<file path="config.mk">
export PLATFORM = sky130hd
export DESIGN_NAME = rfc_front
export DESIGN_NICKNAME = d
export VERILOG_FILES = /design/src/design/rfc_pkg.sv /design/src/design/rfc_front.sv
export SDC_FILE = /design/constraint.sdc
export NUM_CORES = 1
export LEC_CHECK = 0
export ABC_AREA = 1
export BUFFER_PORTS_ARGS = -buffer_cell sky130_fd_sc_hd__buf_2
export CORE_ASPECT_RATIO = 0.75
export CORE_MARGIN = 1.5
export CORE_UTILIZATION = 40
export CTS_CLUSTER_SIZE = 24
export DETAILED_ROUTE_END_ITERATION = 8
export GPL_TIMING_DRIVEN = 0
export PLACE_DENSITY_LB_ADDON = 0.12
export SLEW_MARGIN = 20
export SYNTH_ARGS = -nofsm -noshare
export SYNTH_HDL_FRONTEND = slang
export SYNTH_SLANG_ARGS = --single-unit
</file>
<file path="constraint.sdc">
create_clock -name clk_i -period 2.6 [get_ports clk_i]
set_input_delay 0.26 -clock clk_i [delete_from_list [all_inputs] [get_ports clk_i]]
set_output_delay 0.26 -clock clk_i [all_outputs]
set_load 0.03 [all_outputs]
</file>
<file path="src/design/rfc_pkg.sv">
// ----------------------------------------------------------------------------
// Remote frame checker package
// Shared constants and types for the packet checker front, queue and back.
// ----------------------------------------------------------------------------
`default_nettype none

package rfc_pkg;

  // Packet geometry.
  localparam int unsigned PayloadBytes = 32;
  localparam int unsigned PosW         = 6;
  localparam int unsigned SumW         = 14;
  localparam int unsigned CsumW        = 32;
  localparam int unsigned FieldFirst   = 2;
  localparam int unsigned FieldCount   = 11;

  localparam logic [PosW-1:0] PosHdr0     = PosW'(0);
  localparam logic [PosW-1:0] PosHdr1     = PosW'(1);
  localparam logic [PosW-1:0] PosFieldLo  = PosW'(FieldFirst);
  localparam logic [PosW-1:0] PosFieldHi  = PosW'(FieldFirst + FieldCount - 1);
  localparam logic [PosW-1:0] PosSumEnd   = PosW'(PayloadBytes - 4);
  localparam logic [PosW-1:0] PosLast     = PosW'(PayloadBytes - 1);

  // Configuration register indexes.
  localparam int unsigned CfgIdxW = 2;
  localparam logic [CfgIdxW-1:0] CfgHeaderFirst  = CfgIdxW'(0);
  localparam logic [CfgIdxW-1:0] CfgHeaderSecond = CfgIdxW'(1);

  localparam logic [7:0] HeaderFirstReset  = 8'd170;
  localparam logic [7:0] HeaderSecondReset = 8'd85;

  // Result queue depth.
  localparam int unsigned QueueDepth = 2;
  localparam int unsigned QueuePtrW  = 1;
  localparam int unsigned QueueCntW  = 2;

  typedef struct packed {
    logic [7:0] header_first;
    logic [7:0] header_second;
  } rfc_cfg_t;

  // One finished packet as seen by the front: check result plus raw bytes.
  typedef struct packed {
    logic                        ok;
    logic [FieldCount-1:0][7:0]  fields;
  } rfc_result_t;

endpackage

`default_nettype wire

</file>
<file path="src/design/rfc_front.sv">
// ----------------------------------------------------------------------------
// Remote frame checker front end
// Tracks byte position, header match and sums; emits one check record
// per completed packet.
// ----------------------------------------------------------------------------
`default_nettype none

module rfc_front (
  input  wire logic                 clk_i,
  input  wire logic                 rst_ni,
  input  wire logic                 accept_i,
  input  wire logic [7:0]           data_byte_i,
  input  wire logic                 start_of_packet_i,
  input  wire rfc_pkg::rfc_cfg_t    cfg_i,
  output logic                      push_o,
  output rfc_pkg::rfc_result_t      result_o
);
  import rfc_pkg::*;

  logic [PosW-1:0]             pos_q, pos_d, pos_eff;
  logic [SumW-1:0]             sum_q, sum_d;
  logic                        hdr_ok_q, hdr_ok_d;
  logic [CsumW-1:0]            csum_q, csum_d;
  logic [FieldCount-1:0][7:0]  field_q;
  logic [3:0]                  field_idx;
  logic                        is_last;

  assign pos_eff   = start_of_packet_i ? PosHdr0 : pos_q;
  assign is_last   = (pos_eff == PosLast);
  assign field_idx = 4'(pos_eff - PosFieldLo);

  always_comb begin
    sum_d    = sum_q;
    hdr_ok_d = hdr_ok_q;
    csum_d   = csum_q;
    if (pos_eff == PosHdr0) begin
      hdr_ok_d = (data_byte_i == cfg_i.header_first);
      sum_d    = SumW'(data_byte_i);
      csum_d   = '0;
    end else begin
      if (pos_eff == PosHdr1) begin
        hdr_ok_d = hdr_ok_q & (data_byte_i == cfg_i.header_second);
      end
      if (pos_eff < PosSumEnd) begin
        sum_d = sum_q + SumW'(data_byte_i);
      end else begin
        csum_d = {csum_q[CsumW-9:0], data_byte_i};
      end
    end
    pos_d = is_last ? PosHdr0 : pos_eff + PosW'(1);
  end

  always_ff @(posedge clk_i or negedge rst_ni) begin
    if (!rst_ni) begin
      pos_q    <= '0;
      sum_q    <= '0;
      hdr_ok_q <= 1'b1;
      csum_q   <= '0;
    end else if (accept_i) begin
      pos_q    <= pos_d;
      sum_q    <= sum_d;
      hdr_ok_q <= hdr_ok_d;
      csum_q   <= csum_d;
    end
  end

  always_ff @(posedge clk_i) begin
    if (accept_i && pos_eff >= PosFieldLo && pos_eff <= PosFieldHi) begin
      field_q[field_idx] <= data_byte_i;
    end
  end

  // On the last byte the checksum is complete once this byte is shifted in;
  // the running sum stopped growing four bytes earlier.
  assign push_o          = accept_i & is_last;
  assign result_o.ok     = hdr_ok_q & (csum_d == CsumW'(sum_q));
  assign result_o.fields = field_q;

endmodule

`default_nettype wire

</file>
### Yosys cells after proc, flatten, opt, wreduce, memory -nomap -nowiden

Cells that the tools add are included.

| word-level totals | value |
|---|---|
| logic and storage cells | 50 |
| input bits | 28 |
| register bits | 141 |

| operators by class | value |
|---|---|
| reductions and logical operators | 8 |
| bitwise operators | 3 |
| equality and inequality tests | 5 |
| $add $sub $neg | 3 |
| muxes and demuxes | 11 |
| $lt $le $gt $ge | 5 |

Operators by type and width:

| kind | number |
|---|---|
| bitwise mux 88 bit | 1 |
| 2-to-1 mux 32 bit | 2 |
| demux 8 bit (select 4 bit) | 1 |
| equality test 32 x 14 -> 1 bit | 1 |
| 2-to-1 mux 14 bit | 2 |
| equality test 8 bit | 2 |
| adder 14 x 8 -> 14 bit | 1 |
| 2-to-1 mux 6 bit | 2 |
| 2-to-1 mux 8 bit | 1 |
| adder 6 x 1 -> 6 bit (second input constant) | 1 |
| equality test 6 x 1 -> 1 bit (second input constant) | 1 |
| equality test 6 x 5 -> 1 bit (second input constant) | 1 |
| >= comparator 6 x 2 -> 1 bit (second input constant) | 1 |
| <= comparator 6 x 4 -> 1 bit (second input constant) | 1 |
| zero test 6 bit | 1 |
| < comparator 6 x 5 -> 1 bit (second input constant) | 1 |
| < comparator 4 x 5 -> 1 bit (second input constant) | 1 |
| >= comparator 4 x 1 -> 1 bit (second input constant) | 1 |
| AND reduction 2 bit | 2 |
| nonzero test 2 bit | 2 |
| subtractor 4 x 2 -> 4 bit (second input constant) | 1 |
| bitwise AND 1 bit | 3 |
| logical AND 1 bit | 3 |
| 2-to-1 mux 1 bit | 2 |

### Depth between registers and ports, before layout

Gate-level depths: netlist of run 1.

| logic depth | value |
|---|---|
| word-level depth | 7 |
| depth in mapped cells | 14 |

### Worst setup path before layout of run 1

Ideal clock, no wire load.

| path | value |
|---|---|
| path type | register -> output |
| from | register pos_q[1] |
| to | output port result_o[88] in the netlist's numbering |
| buffers on the path | 1 |
| path slack | 0.351 ns |
| arrival | 1.989 ns |
| cell stages (with the launch flop) | 15 |
| cells stage by stage | dfrtp_1 > inv_1 > nor2_1 > inv_1 > ha_1 > nand3_2 > buf_2 > nand3_1 > nand2_1 > nand2_1 > inv_1 > nand2_1 > nor2_1 > nand2_1 > nor2_1 |

RTL lines:

| element | RTL line | RTL |
|---|---|---|
| start: declaration | rfc_front.sv:20 | `logic [PosW-1:0] pos_q, pos_d, pos_eff;` |
| start signal: assignment | rfc_front.sv:60 | `pos_q <= pos_d;` |
| end: declaration | rfc_front.sv:16 | `output rfc_pkg::rfc_result_t result_o` |

==> results of run 1 <==
-- placed cells by master (no fill, tap or decap), types with 2 or more instances in the layout --
master and instances:
a21oi_1 16, a22oi_1 2, buf_12 3, buf_2 115
buf_4 20, buf_6 9, buf_8 3, clkbuf_1 10
clkbuf_16 17, clkinv_8 3, clkinvlp_4 2, dfrtp_1 51
edfxtp_1 88, ha_1 12, inv_1 68, inv_2 11
inv_6 5, inv_8 5, nand2_1 155, nand2_2 3
nand3_1 63, nand3_2 9, nand3_4 2, nand3b_1 3
nand4_1 21, nor2_1 35, nor2_2 6, nor2_4 6
nor3_1 4, nor3_2 2, nor4_1 2, o211ai_1 2
o21ai_0 55, o22ai_1 2, or2_2 6, xnor2_1 11
xor2_1 5
-- Yosys cell counts (6+ instances only) --
cell	count	area, sq um
a21oi_1	16	80.1
buf_2	11	55.1
clkbuf_1	11	41.3
dfrtp_1	52	1300
edfxtp_1	88	2640
ha_1	13	163
inv_1	76	285
nand2_1	158	593
nand3_1	73	365
nand4_1	21	131
nor2_1	46	173
nor3_1	6	30.0
o21ai_0	55	275
or2_2	6	37.5
xnor2_1	11	96.3
-- stage by stage --
step / power, W / util, % / hold slack [ns] / setup TNS, ns
detailed placement: 0.00392 / 46.2 / 0.366 / -0.0626
finish: 0.00649 / 52.9 / 0.180 / -0.0301
floorplan: 0.00355 / - / -0.0356 / 0
global route: 0.00681 / 52.9 / 0.207 / -0.156
CTS: 0.00646 / 52.4 / 0.182 / -0.0221
global placement: 0.00390 / 46.2 / 0.463 / -0.0604
-- registers in the layout, indices dropped and copies added, names as in the netlist --
register	flops
sum_q	14
hdr_ok_q	1
result_o	88
pos_q	6
csum_q	32
-- critical path: stages (launching register included) --
cell      delay (ns)
dfrtp_1         0.42
inv_2           0.10
nor2_2          0.06
nor2_4          0.13
nand3_4         0.14
buf_12          0.17
clkbuf_4        0.19
nand4_1         0.11
nand4_1         0.10
nor2_1          0.09
nand2_1         0.10
nor2_2          0.16
buf_6           0.15
-- final cells by class --
cell class / count / area, sq um
multi-input combinational: 431 / 2310
inverter: 79 / 297
tap: 210 / 263
sequential: 141 / 3970
clock inverter: 15 / 164
clock buffer: 17 / 425
fill: 1415 / 7520
buffer: 23 / 184
timing repair buffer: 140 / 831
-- layer usage --
metal | vias to the layer above | GRT usage [%]
met5 | - | 0
met4 | 0 | 5.36
met3 | 13 | 6.92
met2 | 176 | 33.9
met1 | 2721 | 33.2
li1 | 2598 | -
-- power groups by stage --
stage	clock [W]	combinational, W	sequential [W]
finish	0.00241	0.00140	0.00267
global route	0.00254	0.00158	0.00269
CTS	0.00244	0.00135	0.00267
detailed placement	0	0.00121	0.00271
global placement	0	0.00119	0.00271
floorplan	0	0.000869	0.00268
-- timing repair --
action / CTS / global route
hold buffers: 1 / 0
endpoints found under the hold margin: 52 / 0
pin swaps: 15 / 6
cloned: 1 / 0
endpoints found under the setup margin: 9 / 1
buffers inserted: 19 / 2
resized for setup: 59 / 15
-- worst paths after layout --
check | start | to | slack (ns) | cells after the start
max | pos_q[2]$_DFFE_PN0P_ | result_o[88] | -0.03 | 12
min | accept_i | hdr_ok_q$_DFFE_PN1P_ | 0.18 | 3
max reg2reg | pos_q[1]$_DFFE_PN0P_ | result_o[22]$_DFFE_PP_ | 0.20 | 10
min reg2reg | csum_q[30]$_DFFE_PN0P_ | csum_q[30]$_DFFE_PN0P_ | 0.48 | 2
max in group asynchronous | rst_ni | pos_q[3]$_DFFE_PN0P_ | 1.61 | 2
min in group asynchronous | rst_ni | csum_q[11]$_DFFE_PN0P_ | 0.42 | 2
-- kinds of logic (layout without fill, tap and decap cells) --
group / count (synthesis) / in the layout
simple gates: 317 / 317
flops: 141 / 141
buf+inv: 102 / 274
compound gates: 84 / 84
xor+xnor: 16 / 16
fa+ha+maj: 14 / 14
==> flow_summary_export.csv, run 1 <==
group,metric,value,unit
place,portBuffers,117,
yosys,synth_top_family_by_area,"simple AND/OR/NAND/NOR gates",
place,hpwl,12.9,mm
cts,cts_buffer_depth,2,
floorplanning,dieWidth,151,um
floorplanning,design.die.area,0.0171,sq mm
yosys,syn-num-nets,716,
sta,finalHoldViolations,0,
yosys,netlist_instances,674,
cts,clockRootBuffer,"clkbuf_16",
cts,cts_buffers,17,
setup_path,start_kind,"flip-flop",
floorplanning,row_count,40,
sta,period_share,101,%
finish,fin_nets,875,
setup_path,crit_type,"flip-flop to output port",
cts,path_clk_slew,0.07,ns
power,leakage,3.70,nW
yosys,ys.flop_type,"edfxtp_1",
floorplanning,pin_count,118,
setup_path,required,2.34,ns
drt,highest_layer,"met4",
power,p_int,0.00437,W
global_routing,antenna_found_initial,0,
yosys,synth-async-reset-ratio,37.6,%
drt,routedWlPerCell,17.7,um
floorplanning,fp.coreArea,0.0160,sq mm
drt,drc,0,
outcome,violations,"negative setup slack",
drt,vias,5508,
place,dpl_cell_area,0.00738,sq mm
finish,insertedDiodeCount,0,
finish,area.growth.synth_to_final,29.4,%
yosys,synth-edff-count,88,
drt,avgViaCountPerCell,5.22,
sta,fin_skew,0.00660,ns
drt,drt-met1-wl,8.68,mm
power,clkPwrFrac,37.2,%
setup_path,arrival,2.37,ns
yosys,ys_warn_count,0,
place,pre_cts_ws,-0.0626,ns
global_routing,grt_max_degree,54,
drt,first_pass_iters,5,
sta,worst_slack,-0.0301,ns
power,seqPwrFrac,41.2,%
power,power_switching,0.00212,W
yosys,ys_seq_area_share,60.8,%
yosys,synth-simple-area-share,21.2,%
cts,insertion_delay,0.43,ns
sta,relSlewSlack,40.2,%
yosys,synth_compound_area_share,6.88,%
global_routing,grt_pass1_wl,29.2,mm
drt,finalWirelength,18.7,mm
drt,route.met2.wl,8.47,mm
cts,clkSinkCount,141,
floorplanning,die-height,114,um
finish,final_cell_area,0.00845,sq mm
global_routing,track_usage,23.0,%
place,place_inst,1001,
setup_path,cp_max_fo,10,
drt,postRouteAntennaNets,0,
sta,tightest_slew,0.894,ns
drt,dr_wl_met3,1.44,mm
yosys,syn-cell-area,0.00653,sq mm
min_path,min_path_type,"primary input to flip-flop",
global_routing,grt_pass1_vias,5285,
sta,slew_violations,0,
sta,fmax,380,MHz
drt,first_iter_violations,490,
yosys,yosys.area_share.adder,2.80,%
power,combPwrFrac,21.6,%
finish,final_layout_size_suffix_gt1_share,27.5,%
sta,period_needed,2.63,ns
power,ir_drop,0.531,mV
power,power_per_cell_area,768,mW/mm^2
yosys,avgSynthCellArea,9.69,sq um
cts,tritoncts,"yes",
floorplanning,start_util,40.9,%
yosys,synthDistinctLibCells,34,
sta,rsz0062_at_grt,"yes",
yosys,synth-xor-area-share,2.15,%
yosys,ys_ff_latch,141,
sta,finalSetupViolations,1,
global_routing,grt_overflow,0,
job,cap_violations,0,
place,gp_congestion,0.868,
outcome,outcome,"finished, violations left",
power,swShare,32.7,%
yosys,synth_mux_area_share,0,%
cts,htreeDepth,4,
setup_path,crit_path_end_kind,"output port",
finish,stdcell_count,1056,
(Power assumes the default switching activity.)
==> run 2: changes to the inputs <==
Settings changed: CORE_UTILIZATION 40 to 60.
Clock period 2.6 ns to 3.2 ns, I/O delays scaled along.
==> run 2 against run 1 <==
The run now ends clean; worst hold slack gained 0.067 ns; register-to-register slack improved by 0.53 ns; core utilization increased by 23 points; non-clock buffer count down 22; sequential share of layout area is 3.0 points higher; clock skew is 0.0038 ns higher; flip-flop and latch count unchanged; largest cell class unchanged; largest power group unchanged.
==> flow_summary_export.csv, run 2 (same netlist as run 1, synthesis figures left out) <==
group,metric,value,unit
place,place_inst,927,
min_path,min-delay-start,"accept_i",
min_path,min_path_cells,3,
floorplanning,die-height,93.3,um
setup_path,ff2ff_setup_slack,0.73,ns
sta,finalHoldViolations,0,
cts,insertion_delay,0.44,ns
cts,htreeDepth,4,
sta,slew_violations,0,
setup_path,crit_type,"flip-flop to output port",
finish,final_layout_size_suffix_gt1_share,21.7,%
floorplanning,dieWidth,123,um
cts,tritoncts,"yes",
cts,cts_buffer_depth,2,
sta,fmax,328,MHz
sta,setup_tns,0,ns
job,cap_violations,0,
power,power_per_cell_area,657,mW/mm^2
finish,fillers,744,
min_path,min_path_type,"primary input to flip-flop",
setup_path,worst_r2r_endpoint,"result_o[33]$_DFFE_PP_",
drt,finalWirelength,18.3,mm
cts,cts_buffers,17,
drt,postRouteAntennaNets,0,
drt,avgViaCountPerCell,5.83,
cts,path_clk_slew,0.07,ns
finish,layout_common_cells,"158 x nand2_1, 123 x buf_2, 88 x edfxtp_1",
floorplanning,row_count,32,
sta,fin_skew,0.0104,ns
global_routing,grt_overflow,0,
setup_path,crit_path_end_kind,"output port",
setup_path,rr_worst_depth,5,
finish,stdcell_count,960,
place,hpwl,12.7,mm
power,ir_drop,0.520,mV
cts,clockRootBuffer,"clkbuf_16",
sta,rsz0062_at_grt,"no",
sta,tightest_slew,0.879,ns
setup_path,start_kind,"flip-flop",
setup_path,r2r_start,"pos_q[2]$_DFFE_PN0P_",
setup_path,cp_max_fo,10,
finish,insertedDiodeCount,0,
drt,first_iter_violations,558,
place,dpl_cell_area,0.00729,sq mm
global_routing,grt_pass1_wl,29.1,mm
global_routing,antenna_found_initial,0,
global_routing,grt_pass1_vias,5486,
setup_path,required,2.88,ns
place,portBuffers,117,
global_routing,grt_max_degree,54,
finish,mostFrequentLayoutCell,"nand2_1",
cts,clkSinkCount,141,
sta,period_needed,3.05,ns
finish,regArea,0.00397,sq mm
floorplanning,pin_count,118,
place,gp_congestion,0.950,
drt,vias,5600,
drt,first_pass_iters,7,
outcome,outcome,"complete, no violations",
setup_path,arrival,2.73,ns
finish,largest_reg_flops,88,
sta,finalSetupViolations,0,
floorplanning,fp.coreArea,0.0105,sq mm
finish,multi_input_area,0.00218,sq mm
finish,fin_nets,853,
floorplanning,start_util,62.5,%
min_path,holdPathEnd,"hdr_ok_q$_DFFE_PN1P_",
global_routing,track_usage,34.5,%
sta,relSlewSlack,41.2,%
sta,period_share,95.3,%
floorplanning,design.die.area,0.0115,sq mm
drt,routedWlPerCell,19.1,um
drt,drc,0,
power,leakage,3.54,nW
finish,area.growth.synth_to_final,21.6,%
sta,hold_slack,0.247,ns
finish,final_cell_area,0.00794,sq mm
run 2: cell types whose count changed in the layout (fill, tap and decap cells not counted), sizes merged:
cell	change
clkbuf	+4
inv	-2
clkinv	+4
clkinvlp	-2
buf	-26
run 2: final cells by class:
class                   count  share of cell area (%)
multi-input cells         431                    27.4
clock buffers              17                    5.36
clock inverters            15                    2.35
flip-flops and latches    141                    50.0
plain buffers              23                    1.43
well taps                 136                    2.14
repair buffers            118                    7.53
inverters                  79                    3.74
run 2: worst max path at each step:
stage	endpoint	cells past startpoint	startpoint
after floorplan	result_o[88]	14	pos_q[1]$_DFFE_PN0P_
after global placement	result_o[88]	15	start_of_packet_i
after detailed placement	result_o[88]	15	start_of_packet_i
after CTS	result_o[88]	15	pos_q[1]$_DFFE_PN0P_
after global routing	result_o[88]	14	pos_q[5]$_DFFE_PN0P_
final	result_o[88]	14	pos_q[5]$_DFFE_PN0P_
run 2: metrics by stage:
stage          power (W)  util [%]  setup slack (ns)
3_5_place_dp     0.00320      69.7             0.510
2_1_floorplan    0.00288         -             0.891
6_report         0.00522      76.0             0.150
3_3_place_gp     0.00315      69.7             0.491
5_1_grt          0.00542      76.0           0.00232
4_1_cts          0.00518      75.7             0.149
run 2: critical path, stage by stage (launching register included):
cell      delay, ns
dfrtp_1        0.38
inv_1          0.06
nor2_1         0.27
inv_2          0.07
o21ai_2        0.15
clkbuf_4       0.30
nand2_1        0.12
nand3_1        0.13
nand2_1        0.07
nor2_1         0.12
nand2_1        0.09
nor2_1         0.15
nand3_1        0.09
nor2_1         0.09
buf_2          0.20
run 2: where the power goes:
part	internal, W	switching, W
Combinational	0.000353	0.000691
Sequential	0.00206	0.000112
Clock	0.00106	0.000936
Total	0.00348	0.00174
run 2: per-layer routing:
metal | wire, um | GRT usage, %
met1 | 7850 | 48.8
met2 | 8580 | 53.2
met3 | 1600 | 7.07
met4 | 293 | 12.9
met5 | 0 | 0
run 2: timing repair:
| action | CTS | global route |
|---|---|---|
| setup buffers | 0 | 0 |
| hold endpoints to repair | 52 | 0 |
| hold buffers | 1 | 0 |
| endpoints found under the setup margin | 0 | 1 |
| resized for setup | 0 | 7 |
==> run 3: changes to the inputs <==
Settings changed: ABC_AREA 1 to not set, CORE_UTILIZATION 60 to 59.
==> run 3 against run 2 <==
Global-route usage is 3.1 points lower; synthesized area down 5.3%; critical path depth is 6 lower; clock power decreased by 3%; clock-buffer cell count grew 4; cell area shrank 5.3%; core utilization decreased by 2.6 points; combinational power shrank 6%; worst hold slack improved by 0.065 ns; die area fell by 3.6%; wire length shrank 9.2%; critical path type unchanged; largest power group unchanged.
==> flow_summary_export.csv, run 3 <==
group,metric,value,unit
outcome,outcome,"complete, no violations",
global_routing,grt_pass1_vias,4527,
finish,layout_common_cells,"122 x buf_2, 88 x edfxtp_1, 52 x dfrtp_1",
sta,finalSetupViolations,0,
sta,setup_tns,0,ns
cts,path_clk_slew,0.06,ns
yosys,ys_warn_count,0,
yosys,synth.top_cells.by_count,"88 x edfxtp_1, 52 x dfrtp_1, 32 x a22o_1",
cts,tritoncts,"yes",
floorplanning,start_util,60.3,%
yosys,syn-cell-area,0.00618,sq mm
cts,cts_buffer_depth,2,
job,cap_violations,0,
place,pre_cts_ws,0.372,ns
min_path,min_path_type,"primary input to flip-flop",
yosys,ys.flop_type,"edfxtp_1",
yosys,syn-num-nets,519,
place,hpwl,11.0,mm
sta,rsz0062_at_grt,"no",
setup_path,arrival,2.64,ns
setup_path,start_kind,"flip-flop",
global_routing,grt_pass1_wl,25.6,mm
setup_path,crit_chain,"nand2_1 > ha_1 > o21a_1 > nand4_1 > o31ai_1 > and4_1 > o2111a_1 > buf_2",
cts,insertion_delay,0.42,ns
floorplanning,row_count,32,
floorplanning,pin_count,118,
finish,insertedDiodeCount,0,
cts,htreeDepth,4,
global_routing,antenna_found_initial,0,
drt,vias,4702,
drt,finalWirelength,16.6,mm
drt,first_iter_violations,605,
cts,clockRootBuffer,"clkbuf_16",
yosys,ys_ff_latch,141,
yosys,synth-async-reset-ratio,37.6,%
finish,largest_reg_flops,88,
yosys,yosysMostFrequentCell,"edfxtp_1",
setup_path,cp_max_fo,7,
sta,slew_violations,0,
floorplanning,design.die.area,0.0111,sq mm
sta,period_share,92.6,%
power,leakage,3.15,nW
sta,fin_skew,0.00723,ns
drt,first_pass_iters,6,
global_routing,track_usage,31.4,%
yosys,avgSynthCellArea,13.0,sq um
yosys,synthDistinctLibCells,58,
sta,tightest_slew,0.747,ns
drt,postRouteAntennaNets,0,
power,ir_drop,0.452,mV
cts,cts_buffers,17,
finish,final_layout_size_suffix_gt1_share,26.6,%
finish,fin_nets,654,
global_routing,grt_overflow,0,
global_routing,grt_max_degree,54,
yosys,synth_area_leaders,"edfxtp_1 43%, dfrtp_1 21%, a22o_1 4.5%",
place,gp_congestion,0.918,
drt,routedWlPerCell,21.9,um
yosys,synth-edff-count,88,
setup_path,cp_slowest_cell,"dfrtp_1",
floorplanning,fp.coreArea,0.0102,sq mm
setup_path,cpPeakStageDelay,0.43,ns
yosys,ys_seq_area_share,64.2,%
finish,mostFrequentLayoutCell,"buf_2",
yosys,netlist_instances,477,
power,power_per_cell_area,677,mW/mm^2
sta,relSlewSlack,50.0,%
cts,cts_hold_buf,1,
sta,period_needed,2.96,ns
finish,area.growth.synth_to_final,21.6,%
sta,fmax,337,MHz
setup_path,crit_type,"flip-flop to output port",
cts,cts_resized,0,
yosys,yosysTopAreaCellShare,42.8,%
drt,drc,0,
drt,avgViaCountPerCell,6.18,
place,portBuffers,115,
floorplanning,dieWidth,121,um
cts,post_cts_buffers,0,
cts,clkSinkCount,141,
sta,finalHoldViolations,0,
floorplanning,die-height,91.6,um
setup_path,required,2.88,ns
sta,worst_slack,0.237,ns
setup_path,crit_path_end_kind,"output port",
yosys,synth_top_cell_by_area,"edfxtp_1",
[run 3: cell types whose count changed after synthesis, sizes merged, moves of 23 or more]
cell and change:
o21ai -36, a22o +32, nand3 -63, nor2 -23, nand2 -131, inv -58
[run 3: logic make-up (layout without fill, tap and decap cells)]
logic type	after synthesis	after routing	share of synthesized area, %
compound gates	117	117	13.8
xor+xnor	25	25	3.54
fa+ha+maj	14	14	2.96
buf+inv	45	193	3.14
flops	141	141	64.2
mux	8	8	1.32
simple gates	127	127	11.0
[run 3: final timing paths]
kind,from,endpoint,slack (ns),cells after the start
min,data_byte_i[5],result_o[13]$_DFFE_PP_,0.31,1
min reg2reg,hdr_ok_q$_DFFE_PN1P_,hdr_ok_q$_DFFE_PN1P_,0.49,2
max in group asynchronous,rst_ni,sum_q[7]$_DFFE_PN0P_,2.27,2
min in group asynchronous,rst_ni,csum_q[24]$_DFFE_PN0P_,0.48,2
max reg2reg,pos_q[2]$_DFFE_PN0P_,result_o[49]$_DFFE_PP_,0.74,5
max,pos_q[0]$_DFFE_PN0P_,result_o[88],0.24,8
[run 3: layer usage]
metal	part of all wire (%)	track usage, %	vias up
met1	43	47.7	2291
met2	44	45.2	306
met5	0	0	-
li1	-	-	2078
met3	11	7.28	27
met4	1.2	10.3	0
[run 3: worst max-delay path, delay by kind of cell (launching register included)]
family	cells	cell delay (ns)
fa+ha+maj	1	0.34
compound gates	3	0.68
flops	1	0.43
simple gates	3	0.59
buf+inv	1	0.19
[run 3: per-stage QoR]
| step | utilization (%) | instance area [sq um] | hold WS (ns) | cells | power [W] |
|---|---|---|---|---|---|
| floorplan | - | 6180 | 0.0244 | 477 | 0.00287 |
| global placement | 67.6 | 6930 | 0.486 | 728 | 0.00314 |
| detailed placement | 67.6 | 6930 | 0.399 | 728 | 0.00317 |
| CTS | 73.3 | 7520 | 0.295 | 761 | 0.00507 |
| global route | 73.3 | 7520 | 0.300 | 761 | 0.00529 |
| finish | 73.3 | 7520 | 0.312 | 761 | 0.00509 |
[run 3: report_power, final]
group | internal (W) | switching, W
Sequential | 0.00203 | 0.000159
Combinational | 0.000388 | 0.000588
Clock | 0.00111 | 0.000812
Total | 0.00353 | 0.00156
[run 3: cell type report]
class                           count  area, sq um
Sequential cell                   141         3970
Buffer                             24          115
Clock buffer                       21          487
Inverter                           21         78.8
Multi-Input combinational cell    291         2020
Timing Repair Buffer              116          588
Clock inverter                     11         92.6
Tap cell                          136          170
Fill cell                         687         2730
